$ cat src/smcd_pkg.sv
// smcd_pkg: types, character codes and matcher step function for the
// script main-call detector; used by the lexer, matcher and top-level files
`default_nettype none

package smcd_pkg;

  localparam logic [7:0] CH_NL    = 8'h0a;
  localparam logic [7:0] CH_TAB   = 8'h09;
  localparam logic [7:0] CH_VT    = 8'h0b;
  localparam logic [7:0] CH_FF    = 8'h0c;
  localparam logic [7:0] CH_CR    = 8'h0d;
  localparam logic [7:0] CH_SP    = 8'h20;
  localparam logic [7:0] CH_QUOTE = 8'h22;
  localparam logic [7:0] CH_LPAR  = 8'h28;
  localparam logic [7:0] CH_STAR  = 8'h2a;
  localparam logic [7:0] CH_SLASH = 8'h2f;
  localparam logic [7:0] CH_BSL   = 8'h5c;
  localparam logic [7:0] CH_A     = 8'h61;
  localparam logic [7:0] CH_I     = 8'h69;
  localparam logic [7:0] CH_M     = 8'h6d;
  localparam logic [7:0] CH_N     = 8'h6e;

  typedef enum logic [1:0] {
    MODE_NORMAL = 2'd0,
    MODE_LINE   = 2'd1,
    MODE_BLOCK  = 2'd2,
    MODE_STRING = 2'd3
  } lex_mode_t;

  typedef enum logic [2:0] {
    PH_WS     = 3'd0,
    PH_M      = 3'd1,
    PH_MA     = 3'd2,
    PH_MAI    = 3'd3,
    PH_MAIN   = 3'd4,
    PH_REJECT = 3'd5
  } match_phase_t;

  typedef struct packed {
    lex_mode_t mode;
    logic      slash_held;
    logic      star_held;
    logic      escape_held;
  } lex_state_t;

  // up to two cleaned characters per raw byte, first one in ch0
  typedef struct packed {
    logic       v0;
    logic [7:0] ch0;
    logic       v1;
    logic [7:0] ch1;
  } clean_chars_t;

  typedef struct packed {
    match_phase_t phase;
    logic         hit;
  } match_res_t;

  function automatic logic is_ws(input logic [7:0] ch);
    return (ch == CH_SP) || (ch == CH_TAB) || (ch == CH_NL) ||
           (ch == CH_VT) || (ch == CH_FF) || (ch == CH_CR);
  endfunction

  function automatic match_res_t match_step(input match_phase_t ph, input logic [7:0] ch);
    match_res_t r;
    r.phase = ph;
    r.hit   = 1'b0;
    if (ch == CH_NL) begin
      r.phase = PH_WS;
    end else begin
      unique case (ph)
        PH_WS: begin
          if (!is_ws(ch)) r.phase = (ch == CH_M) ? PH_M : PH_REJECT;
        end
        PH_M:   r.phase = (ch == CH_A) ? PH_MA : PH_REJECT;
        PH_MA:  r.phase = (ch == CH_I) ? PH_MAI : PH_REJECT;
        PH_MAI: r.phase = (ch == CH_N) ? PH_MAIN : PH_REJECT;
        PH_MAIN: begin
          if (ch == CH_LPAR) begin
            r.hit   = 1'b1;
            r.phase = PH_REJECT;
          end else if (!is_ws(ch)) begin
            r.phase = PH_REJECT;
          end
        end
        default: r.phase = PH_REJECT;
      endcase
    end
    return r;
  endfunction

endpackage

`default_nettype wire

$ cat src/smcd_if.sv
// smcd_in_if and smcd_out_if: valid/ready channels of the detector
// depends on nothing
`default_nettype none

interface smcd_in_if;
  logic       valid;
  logic       ready;
  logic [7:0] text_byte;
  logic       end_of_text;

  modport source (output valid, output text_byte, output end_of_text, input ready);
  modport sink   (input valid, input text_byte, input end_of_text, output ready);
endinterface

interface smcd_out_if;
  logic valid;
  logic ready;
  logic found;
  logic final_res;

  modport source (output valid, output found, output final_res, input ready);
  modport sink   (input valid, input found, input final_res, output ready);
endinterface

`default_nettype wire

$ cat src/smcd_lexer.sv
// smcd_lexer: comment and string stripper, next lexer state and cleaned chars
// depends on smcd_pkg
`default_nettype none

module smcd_lexer (
  input  wire smcd_pkg::lex_state_t   cur,
  input  wire logic [7:0]             ch,
  input  wire logic                   last,
  output smcd_pkg::lex_state_t        nxt,
  output smcd_pkg::clean_chars_t      cc
);

  always_comb begin
    nxt    = cur;
    cc.v0  = 1'b0;
    cc.ch0 = ch;
    cc.v1  = 1'b0;
    cc.ch1 = ch;
    unique case (cur.mode)
      smcd_pkg::MODE_LINE: begin
        if (ch == smcd_pkg::CH_NL) begin
          nxt.mode = smcd_pkg::MODE_NORMAL;
          cc.v0    = 1'b1;
        end
      end
      smcd_pkg::MODE_BLOCK: begin
        if (cur.star_held && ch == smcd_pkg::CH_SLASH) begin
          nxt.mode      = smcd_pkg::MODE_NORMAL;
          nxt.star_held = 1'b0;
        end else begin
          nxt.star_held = (ch == smcd_pkg::CH_STAR);
        end
      end
      smcd_pkg::MODE_STRING: begin
        if (cur.escape_held) begin
          nxt.escape_held = 1'b0;
        end else if (ch == smcd_pkg::CH_BSL) begin
          nxt.escape_held = 1'b1;
        end else if (ch == smcd_pkg::CH_QUOTE) begin
          nxt.mode = smcd_pkg::MODE_NORMAL;
        end
      end
      default: begin
        if (cur.slash_held) begin
          nxt.slash_held = 1'b0;
          if (ch == smcd_pkg::CH_SLASH) begin
            nxt.mode = smcd_pkg::MODE_LINE;
          end else if (ch == smcd_pkg::CH_STAR) begin
            nxt.mode      = smcd_pkg::MODE_BLOCK;
            nxt.star_held = 1'b0;
          end else begin
            cc.v0  = 1'b1;
            cc.ch0 = smcd_pkg::CH_SLASH;
            if (ch == smcd_pkg::CH_QUOTE) begin
              nxt.mode        = smcd_pkg::MODE_STRING;
              nxt.escape_held = 1'b0;
            end else begin
              cc.v1 = 1'b1;
            end
          end
        end else if (ch == smcd_pkg::CH_SLASH) begin
          if (last) cc.v0 = 1'b1;
          else nxt.slash_held = 1'b1;
        end else if (ch == smcd_pkg::CH_QUOTE) begin
          nxt.mode        = smcd_pkg::MODE_STRING;
          nxt.escape_held = 1'b0;
        end else begin
          cc.v0 = 1'b1;
        end
      end
    endcase
  end

endmodule

`default_nettype wire

$ cat src/smcd_matcher.sv
// smcd_matcher: line matcher for leading "main(" over up to two cleaned chars
// depends on smcd_pkg
`default_nettype none

module smcd_matcher (
  input  wire smcd_pkg::match_phase_t  phase,
  input  wire logic                    found,
  input  wire smcd_pkg::clean_chars_t  cc,
  output smcd_pkg::match_phase_t       phase_nxt,
  output logic                         found_nxt
);

  smcd_pkg::match_res_t r0;
  smcd_pkg::match_res_t r1;
  smcd_pkg::match_phase_t ph_mid;

  always_comb begin
    r0        = smcd_pkg::match_step(phase, cc.ch0);
    ph_mid    = cc.v0 ? r0.phase : phase;
    r1        = smcd_pkg::match_step(ph_mid, cc.ch1);
    phase_nxt = cc.v1 ? r1.phase : ph_mid;
    found_nxt = found | (cc.v0 & r0.hit) | (cc.v1 & r1.hit);
  end

endmodule

`default_nettype wire

$ cat src/script_main_call_detector_unit.sv
// script_main_call_detector_unit: top level of the main-call detector
// depends on smcd_pkg, smcd_if, smcd_lexer and smcd_matcher
//
// Raw script bytes arrive on in_ch, one word per byte with end_of_text set
// on the last byte of a script. Each byte yields exactly one word on out_ch:
// found tells whether a line starting (after optional whitespace) with
// main, optional whitespace and '(' has been seen outside comments and
// strings so far; final_res copies end_of_text.
// An accepted byte sits in an input register; when the result register is
// free or being read, the lexer and line matcher update the scan state and
// load the result register, which drives out_ch.valid. One byte per cycle is
// sustained while out_ch.ready stays high, set by the state update loop.
// When out_ch.ready is low the result register holds its word and the input
// register keeps one more byte, after which in_ch.ready drops.
// Synchronous reset (rst_n low) empties both registers and returns the
// scan state to normal code at line start with found cleared. After the
// result for an end_of_text byte the scan state returns to that same point.
`default_nettype none

module script_main_call_detector_unit (
  input  wire logic          clk,
  input  wire logic          rst_n,
  smcd_in_if.sink            in_ch,
  smcd_out_if.source         out_ch
);

  logic       s1_valid_r;
  logic [7:0] s1_byte_r;
  logic       s1_last_r;
  logic       out_valid_r;
  logic       out_found_r;
  logic       out_final_r;

  smcd_pkg::lex_state_t   lex_r;
  smcd_pkg::lex_state_t   lex_nxt;
  smcd_pkg::match_phase_t phase_r;
  smcd_pkg::match_phase_t phase_nxt;
  logic                   found_r;
  logic                   found_nxt;
  smcd_pkg::clean_chars_t cc;
  logic                   advance;

  assign advance      = s1_valid_r && (!out_valid_r || out_ch.ready);
  assign in_ch.ready  = !s1_valid_r || advance;
  assign out_ch.valid = out_valid_r;
  assign out_ch.found = out_found_r;
  assign out_ch.final_res = out_final_r;

  smcd_lexer u_lexer (
    .cur  (lex_r),
    .ch   (s1_byte_r),
    .last (s1_last_r),
    .nxt  (lex_nxt),
    .cc   (cc)
  );

  smcd_matcher u_matcher (
    .phase     (phase_r),
    .found     (found_r),
    .cc        (cc),
    .phase_nxt (phase_nxt),
    .found_nxt (found_nxt)
  );

  always_ff @(posedge clk) begin
    if (!rst_n) begin
      s1_valid_r <= 1'b0;
    end else if (in_ch.ready) begin
      s1_valid_r <= in_ch.valid;
    end
  end

  always_ff @(posedge clk) begin
    if (in_ch.valid && in_ch.ready) begin
      s1_byte_r <= in_ch.text_byte;
      s1_last_r <= in_ch.end_of_text;
    end
  end

  always_ff @(posedge clk) begin
    if (!rst_n) begin
      out_valid_r <= 1'b0;
    end else if (advance) begin
      out_valid_r <= 1'b1;
    end else if (out_ch.ready) begin
      out_valid_r <= 1'b0;
    end
  end

  always_ff @(posedge clk) begin
    if (advance) begin
      out_found_r <= found_nxt;
      out_final_r <= s1_last_r;
    end
  end

  // scan state, back to start after the last byte
  always_ff @(posedge clk) begin
    if (!rst_n || (advance && s1_last_r)) begin
      lex_r.mode        <= smcd_pkg::MODE_NORMAL;
      lex_r.slash_held  <= 1'b0;
      lex_r.star_held   <= 1'b0;
      lex_r.escape_held <= 1'b0;
      phase_r           <= smcd_pkg::PH_WS;
      found_r           <= 1'b0;
    end else if (advance) begin
      lex_r   <= lex_nxt;
      phase_r <= phase_nxt;
      found_r <= found_nxt;
    end
  end

`ifndef ASSERT_OFF
  a_restart_after_last: assert property (@(posedge clk) disable iff (!rst_n)
    advance && s1_last_r |=> lex_r.mode == smcd_pkg::MODE_NORMAL && !found_r &&
      phase_r == smcd_pkg::PH_WS && !lex_r.slash_held)
    else $error("scan state not cleared after last byte");

  a_found_sticky: assert property (@(posedge clk) disable iff (!rst_n)
    found_r && !(advance && s1_last_r) |=> found_r)
    else $error("found flag dropped inside a script");

  a_result_matches_state: assert property (@(posedge clk) disable iff (!rst_n)
    out_valid_r && !out_final_r |-> out_found_r == found_r)
    else $error("result word disagrees with found flag");

  a_slash_only_in_code: assert property (@(posedge clk) disable iff (!rst_n)
    lex_r.slash_held |-> lex_r.mode == smcd_pkg::MODE_NORMAL)
    else $error("held slash outside normal code");

  a_flags_match_mode: assert property (@(posedge clk) disable iff (!rst_n)
    (!lex_r.star_held || lex_r.mode == smcd_pkg::MODE_BLOCK) &&
    (!lex_r.escape_held || lex_r.mode == smcd_pkg::MODE_STRING))
    else $error("star or escape flag outside its mode");
`endif

endmodule

`default_nettype wire
$ cat src/flat_wrapper.sv
// flat-port wrapper written by rule: the top's interface ports become plain ports
module script_main_call_detector_unit_flat 
  (clk, rst_n, in_ch_valid, in_ch_text_byte, in_ch_end_of_text, in_ch_ready, out_ch_valid, out_ch_found, out_ch_final_res, out_ch_ready);
  smcd_in_if in_ch_i ();
  smcd_out_if out_ch_i ();
  input  wire logic clk;
  input  wire logic rst_n;
  input wire logic [$bits(in_ch_i.valid)-1:0] in_ch_valid;
  input wire logic [$bits(in_ch_i.text_byte)-1:0] in_ch_text_byte;
  input wire logic [$bits(in_ch_i.end_of_text)-1:0] in_ch_end_of_text;
  output wire logic [$bits(in_ch_i.ready)-1:0] in_ch_ready;
  output wire logic [$bits(out_ch_i.valid)-1:0] out_ch_valid;
  output wire logic [$bits(out_ch_i.found)-1:0] out_ch_found;
  output wire logic [$bits(out_ch_i.final_res)-1:0] out_ch_final_res;
  input wire logic [$bits(out_ch_i.ready)-1:0] out_ch_ready;
  assign in_ch_i.valid = in_ch_valid;
  assign in_ch_i.text_byte = in_ch_text_byte;
  assign in_ch_i.end_of_text = in_ch_end_of_text;
  assign in_ch_ready = in_ch_i.ready;
  assign out_ch_valid = out_ch_i.valid;
  assign out_ch_found = out_ch_i.found;
  assign out_ch_final_res = out_ch_i.final_res;
  assign out_ch_i.ready = out_ch_ready;
  script_main_call_detector_unit u_core (.clk(clk), .rst_n(rst_n), .in_ch(in_ch_i), .out_ch(out_ch_i));
endmodule
$ cat config.mk
export PLATFORM = sky130hd
export DESIGN_NAME = script_main_call_detector_unit_flat
export DESIGN_NICKNAME = d
export VERILOG_FILES = /design/src/smcd_pkg.sv /design/src/smcd_if.sv /design/src/smcd_lexer.sv /design/src/smcd_matcher.sv /design/src/script_main_call_detector_unit.sv /design/src/flat_wrapper.sv
export SDC_FILE = /design/constraint.sdc
export NUM_CORES = 1
export LEC_CHECK = 0
export ABC_AREA = 1
export BUFFER_PORTS_ARGS = -buffer_cell sky130_fd_sc_hd__buf_2
export CAP_MARGIN = 10
export CORE_ASPECT_RATIO = 0.6
export CORE_UTILIZATION = 56
export DETAILED_ROUTE_END_ITERATION = 10
export PLACE_DENSITY = 0.77
export SLEW_MARGIN = 20
export SYNTH_ARGS = -nofsm -noshare
export SYNTH_HDL_FRONTEND = slang
export SYNTH_SLANG_ARGS = --single-unit
$ cat constraint.sdc
create_clock -name clk -period 2.57 [get_ports clk]
set_input_delay 0.257 -clock clk [delete_from_list [all_inputs] [get_ports clk]]
set_output_delay 0.257 -clock clk [all_outputs]
set_load 0.005 [all_outputs]
==> flow_metrics.env <==
export IMPL_cts_tree="yes"
export IMPL_hold_viol=0
export IMPL_async_flop_share_pct=0
export IMPL_rr_worst_depth=12
export IMPL_synth_cells=204
export IMPL_r2r_start="u_core.lex_r[3]$_SDFFE_PP0P_"
export IMPL_synth_compound_gate_area_share_pct=11.2
export IMPL_start_util_pct=63.1
export IMPL_cts_setup_buffers=0
export IMPL_ys_types=26
export IMPL_synthToLayoutAreaGrowth_pct=12.9
export IMPL_synth_simple_gate_area_share_pct=37.4
export IMPL_boundaryPins=17
export IMPL_gp_congestion=0.976
export IMPL_path_max_fanout=6
export IMPL_max_slew_worst_pin_slew_ns=0.392
export IMPL_holdPathStages=1
export IMPL_synth_area_leader_cell="edfxtp_1"
export IMPL_hold_worst_slack_ns=0.162
export IMPL_cp_startpoint="u_core.lex_r[3]$_SDFFE_PP0P_"
export IMPL_n_fill_cell=186
export IMPL_drt_initial_drc_count=195
export IMPL_period_needed_ns=2.38
export IMPL_die_x_um=67.9
export IMPL_max_freq_mhz=420
export IMPL_outcome="finished clean"
export IMPL_yosysWarnings=0
export IMPL_grt_setup_unrepaired="false"
export IMPL_viasPerCell=5.83
export IMPL_grt_antenna_before_repair=0
export IMPL_dr_pass1_iters=5
export IMPL_syn_mean_instance_area_um2=7.15
export IMPL_min_period_over_period_pct=92.6
export IMPL_clock_latency_ns=0.27
export IMPL_h_tree_depth=1
export IMPL_syn_num_nets=221
export IMPL_drt_wl_total_um=3680
export IMPL_die_h_um=41.5
export IMPL_vdd_drop_max_uv=358
export IMPL_cts_root_buf="clkbuf_8"
export IMPL_synth_commonest_cells="40 x nand2_1, 27 x inv_1, 21 x nor2_1"
export IMPL_start_kind="register"
export IMPL_vias=1475
export IMPL_multi_input_area_um2=759
export IMPL_crit_arrival_ns=2.39
export IMPL_core_area_um2=2310
export IMPL_numCtsBuffers=3
export IMPL_n_antenna_cell=0
export IMPL_synth_xor_area_share_pct=0
export IMPL_grt_max_degree=14
export IMPL_regArea_um2=551
export IMPL_grt_pass1_wl_um=5760
export IMPL_rows=13
export IMPL_hold_path_class="primary input to register"
export IMPL_dp_hpwl_um=2910
export IMPL_cts_resized=0
export IMPL_grt_overflow=0
export IMPL_yosysMostFrequentCell="nand2_1"
export IMPL_min_from="in_ch_text_byte[0]"
export IMPL_grt_pass1_vias=1210
export IMPL_design_die_area_um2=2820
export IMPL_critical_path_required_ns=2.58
export IMPL_path_class="register to register"
export IMPL_max_slew_margin_rel_pct=73.8
export IMPL_synth_area_um2=1460
export IMPL_synth_edf_count=11
export IMPL_drc=0
export IMPL_yosys_area_top_type_share_pct=22.7
export IMPL_nNetsFinal=241
export IMPL_p_leak_nw=0.773
export IMPL_layout_drive_gt1_share_pct=22.9
export IMPL_end_kind="register"
export IMPL_synth_area_top_cells="edfxtp_1 23%, dfxtp_1 15%, nand2_1 10%"
export IMPL_clock_sinks=22
export IMPL_setup_viol=0
export IMPL_setup_tns_ns=0
export IMPL_antenna_left=0
export IMPL_ys_ff_latch=22
export IMPL_ys_flop_type="edfxtp_1"
export IMPL_synth_mux_area_share_pct=0
export IMPL_io_buffers=16
export IMPL_synth_seq_area_share_pct=37.8
export IMPL_synth_top_family_by_area="simple AND/OR/NAND/NOR gates"
export IMPL_holdBufCountCts=0
export IMPL_yosys_area_share_adder_pct=3.43
export IMPL_p_per_area_nw_per_um2=515
export IMPL_path_clk_slew_ns=0.08
export IMPL_wl_per_cell_um=14.5
export IMPL_cap_violations=0
export IMPL_final_max_slew_viol_count=0
export IMPL_grt_usage_pct=28.0
export IMPL_clockBufferDepth=2
export IMPL_worst_clock_skew_ns=0.00367
-- sequential cells by signal, indices dropped and copies added, names as in the netlist --
register,flops
u_core.s1_byte_r,8
u_core.lex_r,5
u_core.phase_r,3
u_core.found_r,1
u_core.out_ch.final_res,1
u_core.out_ch.found,1
u_core.out_ch.valid,1
u_core.s1_last_r,1
u_core.s1_valid_r,1
-- worst max-delay path, stage by stage, from the launching register on --
cell	delay, ns
dfxtp_1	0.43
inv_1	0.10
ha_1	0.23
nand2_2	0.16
inv_2	0.11
nor2_1	0.25
nand4_1	0.19
nor2_2	0.18
inv_2	0.06
nand2_2	0.06
inv_2	0.04
a31oi_1	0.21
inv_1	0.10
-- layout make-up --
cell class | instances | share of cell area, %
multi-input combinational | 143 | 46.2
sequential | 22 | 33.5
inverter | 37 | 8.44
timing repair buffer | 17 | 5.32
clock buffer | 3 | 2.51
tap | 30 | 2.28
clock inverter | 1 | 1.83
-- per-stage QoR --
stage / instances / utilization, % / area, um^2 / setup WS [ns] / total power [mW]
floorplan: 204 / - / 1460 / 0.766 / 0.487
global placement: 249 / 68.1 / 1570 / 0.548 / 0.518
detailed placement: 249 / 68.1 / 1570 / 0.277 / 0.525
CTS: 253 / 71.2 / 1650 / 0.268 / 0.847
global route: 253 / 71.2 / 1650 / 0.108 / 0.882
finish: 253 / 71.2 / 1650 / 0.189 / 0.847
-- cells in the final DEF (no fill, tap or decap), drive strengths merged --
cell type	Yosys	layout
nand2	49	49
inv	37	37
nor2	28	28
buf	0	17
o21ai	16	16
nand3	14	14
a21oi	11	11
dfxtp	11	11
edfxtp	11	11
nand4	6	6
nor3	6	6
nor4	4	4
ha	4	4
clkbuf	2	3
a211oi	2	2
a31oi	1	1
o21a	1	1
or2	1	1
bufinv	0	1
-- power by group --
| group | internal [mW] | total, mW | switching [mW] |
|---|---|---|---|
| Sequential | 0.386 | 0.404 | 0.0178 |
| Combinational | 0.0404 | 0.116 | 0.0759 |
| Clock | 0.208 | 0.327 | 0.119 |
-- worst paths after layout --
kind / endpoint / slack (ns)
max: u_core.out_ch.found$_DFFE_PP_ / 0.19
min: u_core.s1_byte_r[0]$_DFFE_PP_ / 0.16
max reg2reg: u_core.out_ch.found$_DFFE_PP_ / 0.19
min reg2reg: u_core.found_r$_SDFFE_PP0P_ / 0.52
-- layer usage --
layer | GRT usage (%) | vias up | part of all wire (%)
met2 | 39.6 | 95 | 43
li1 | - | 700 | -
met4 | 7.92 | 0 | 1.7
met1 | 42.1 | 671 | 46
met3 | 6.32 | 9 | 9.8
met5 | 0 | - | 0
-- kinds of logic (layout without fill, tap and decap cells) --
group | after synthesis | after routing
flip-flops | 22 | 22
AND/OR/NAND/NOR | 108 | 108
AO/OA/AOI/OAI | 31 | 31
buffers and inverters | 39 | 58
adder cells (fa/ha/maj) | 4 | 4
Note: power is estimated with default switching activity, not from simulation.
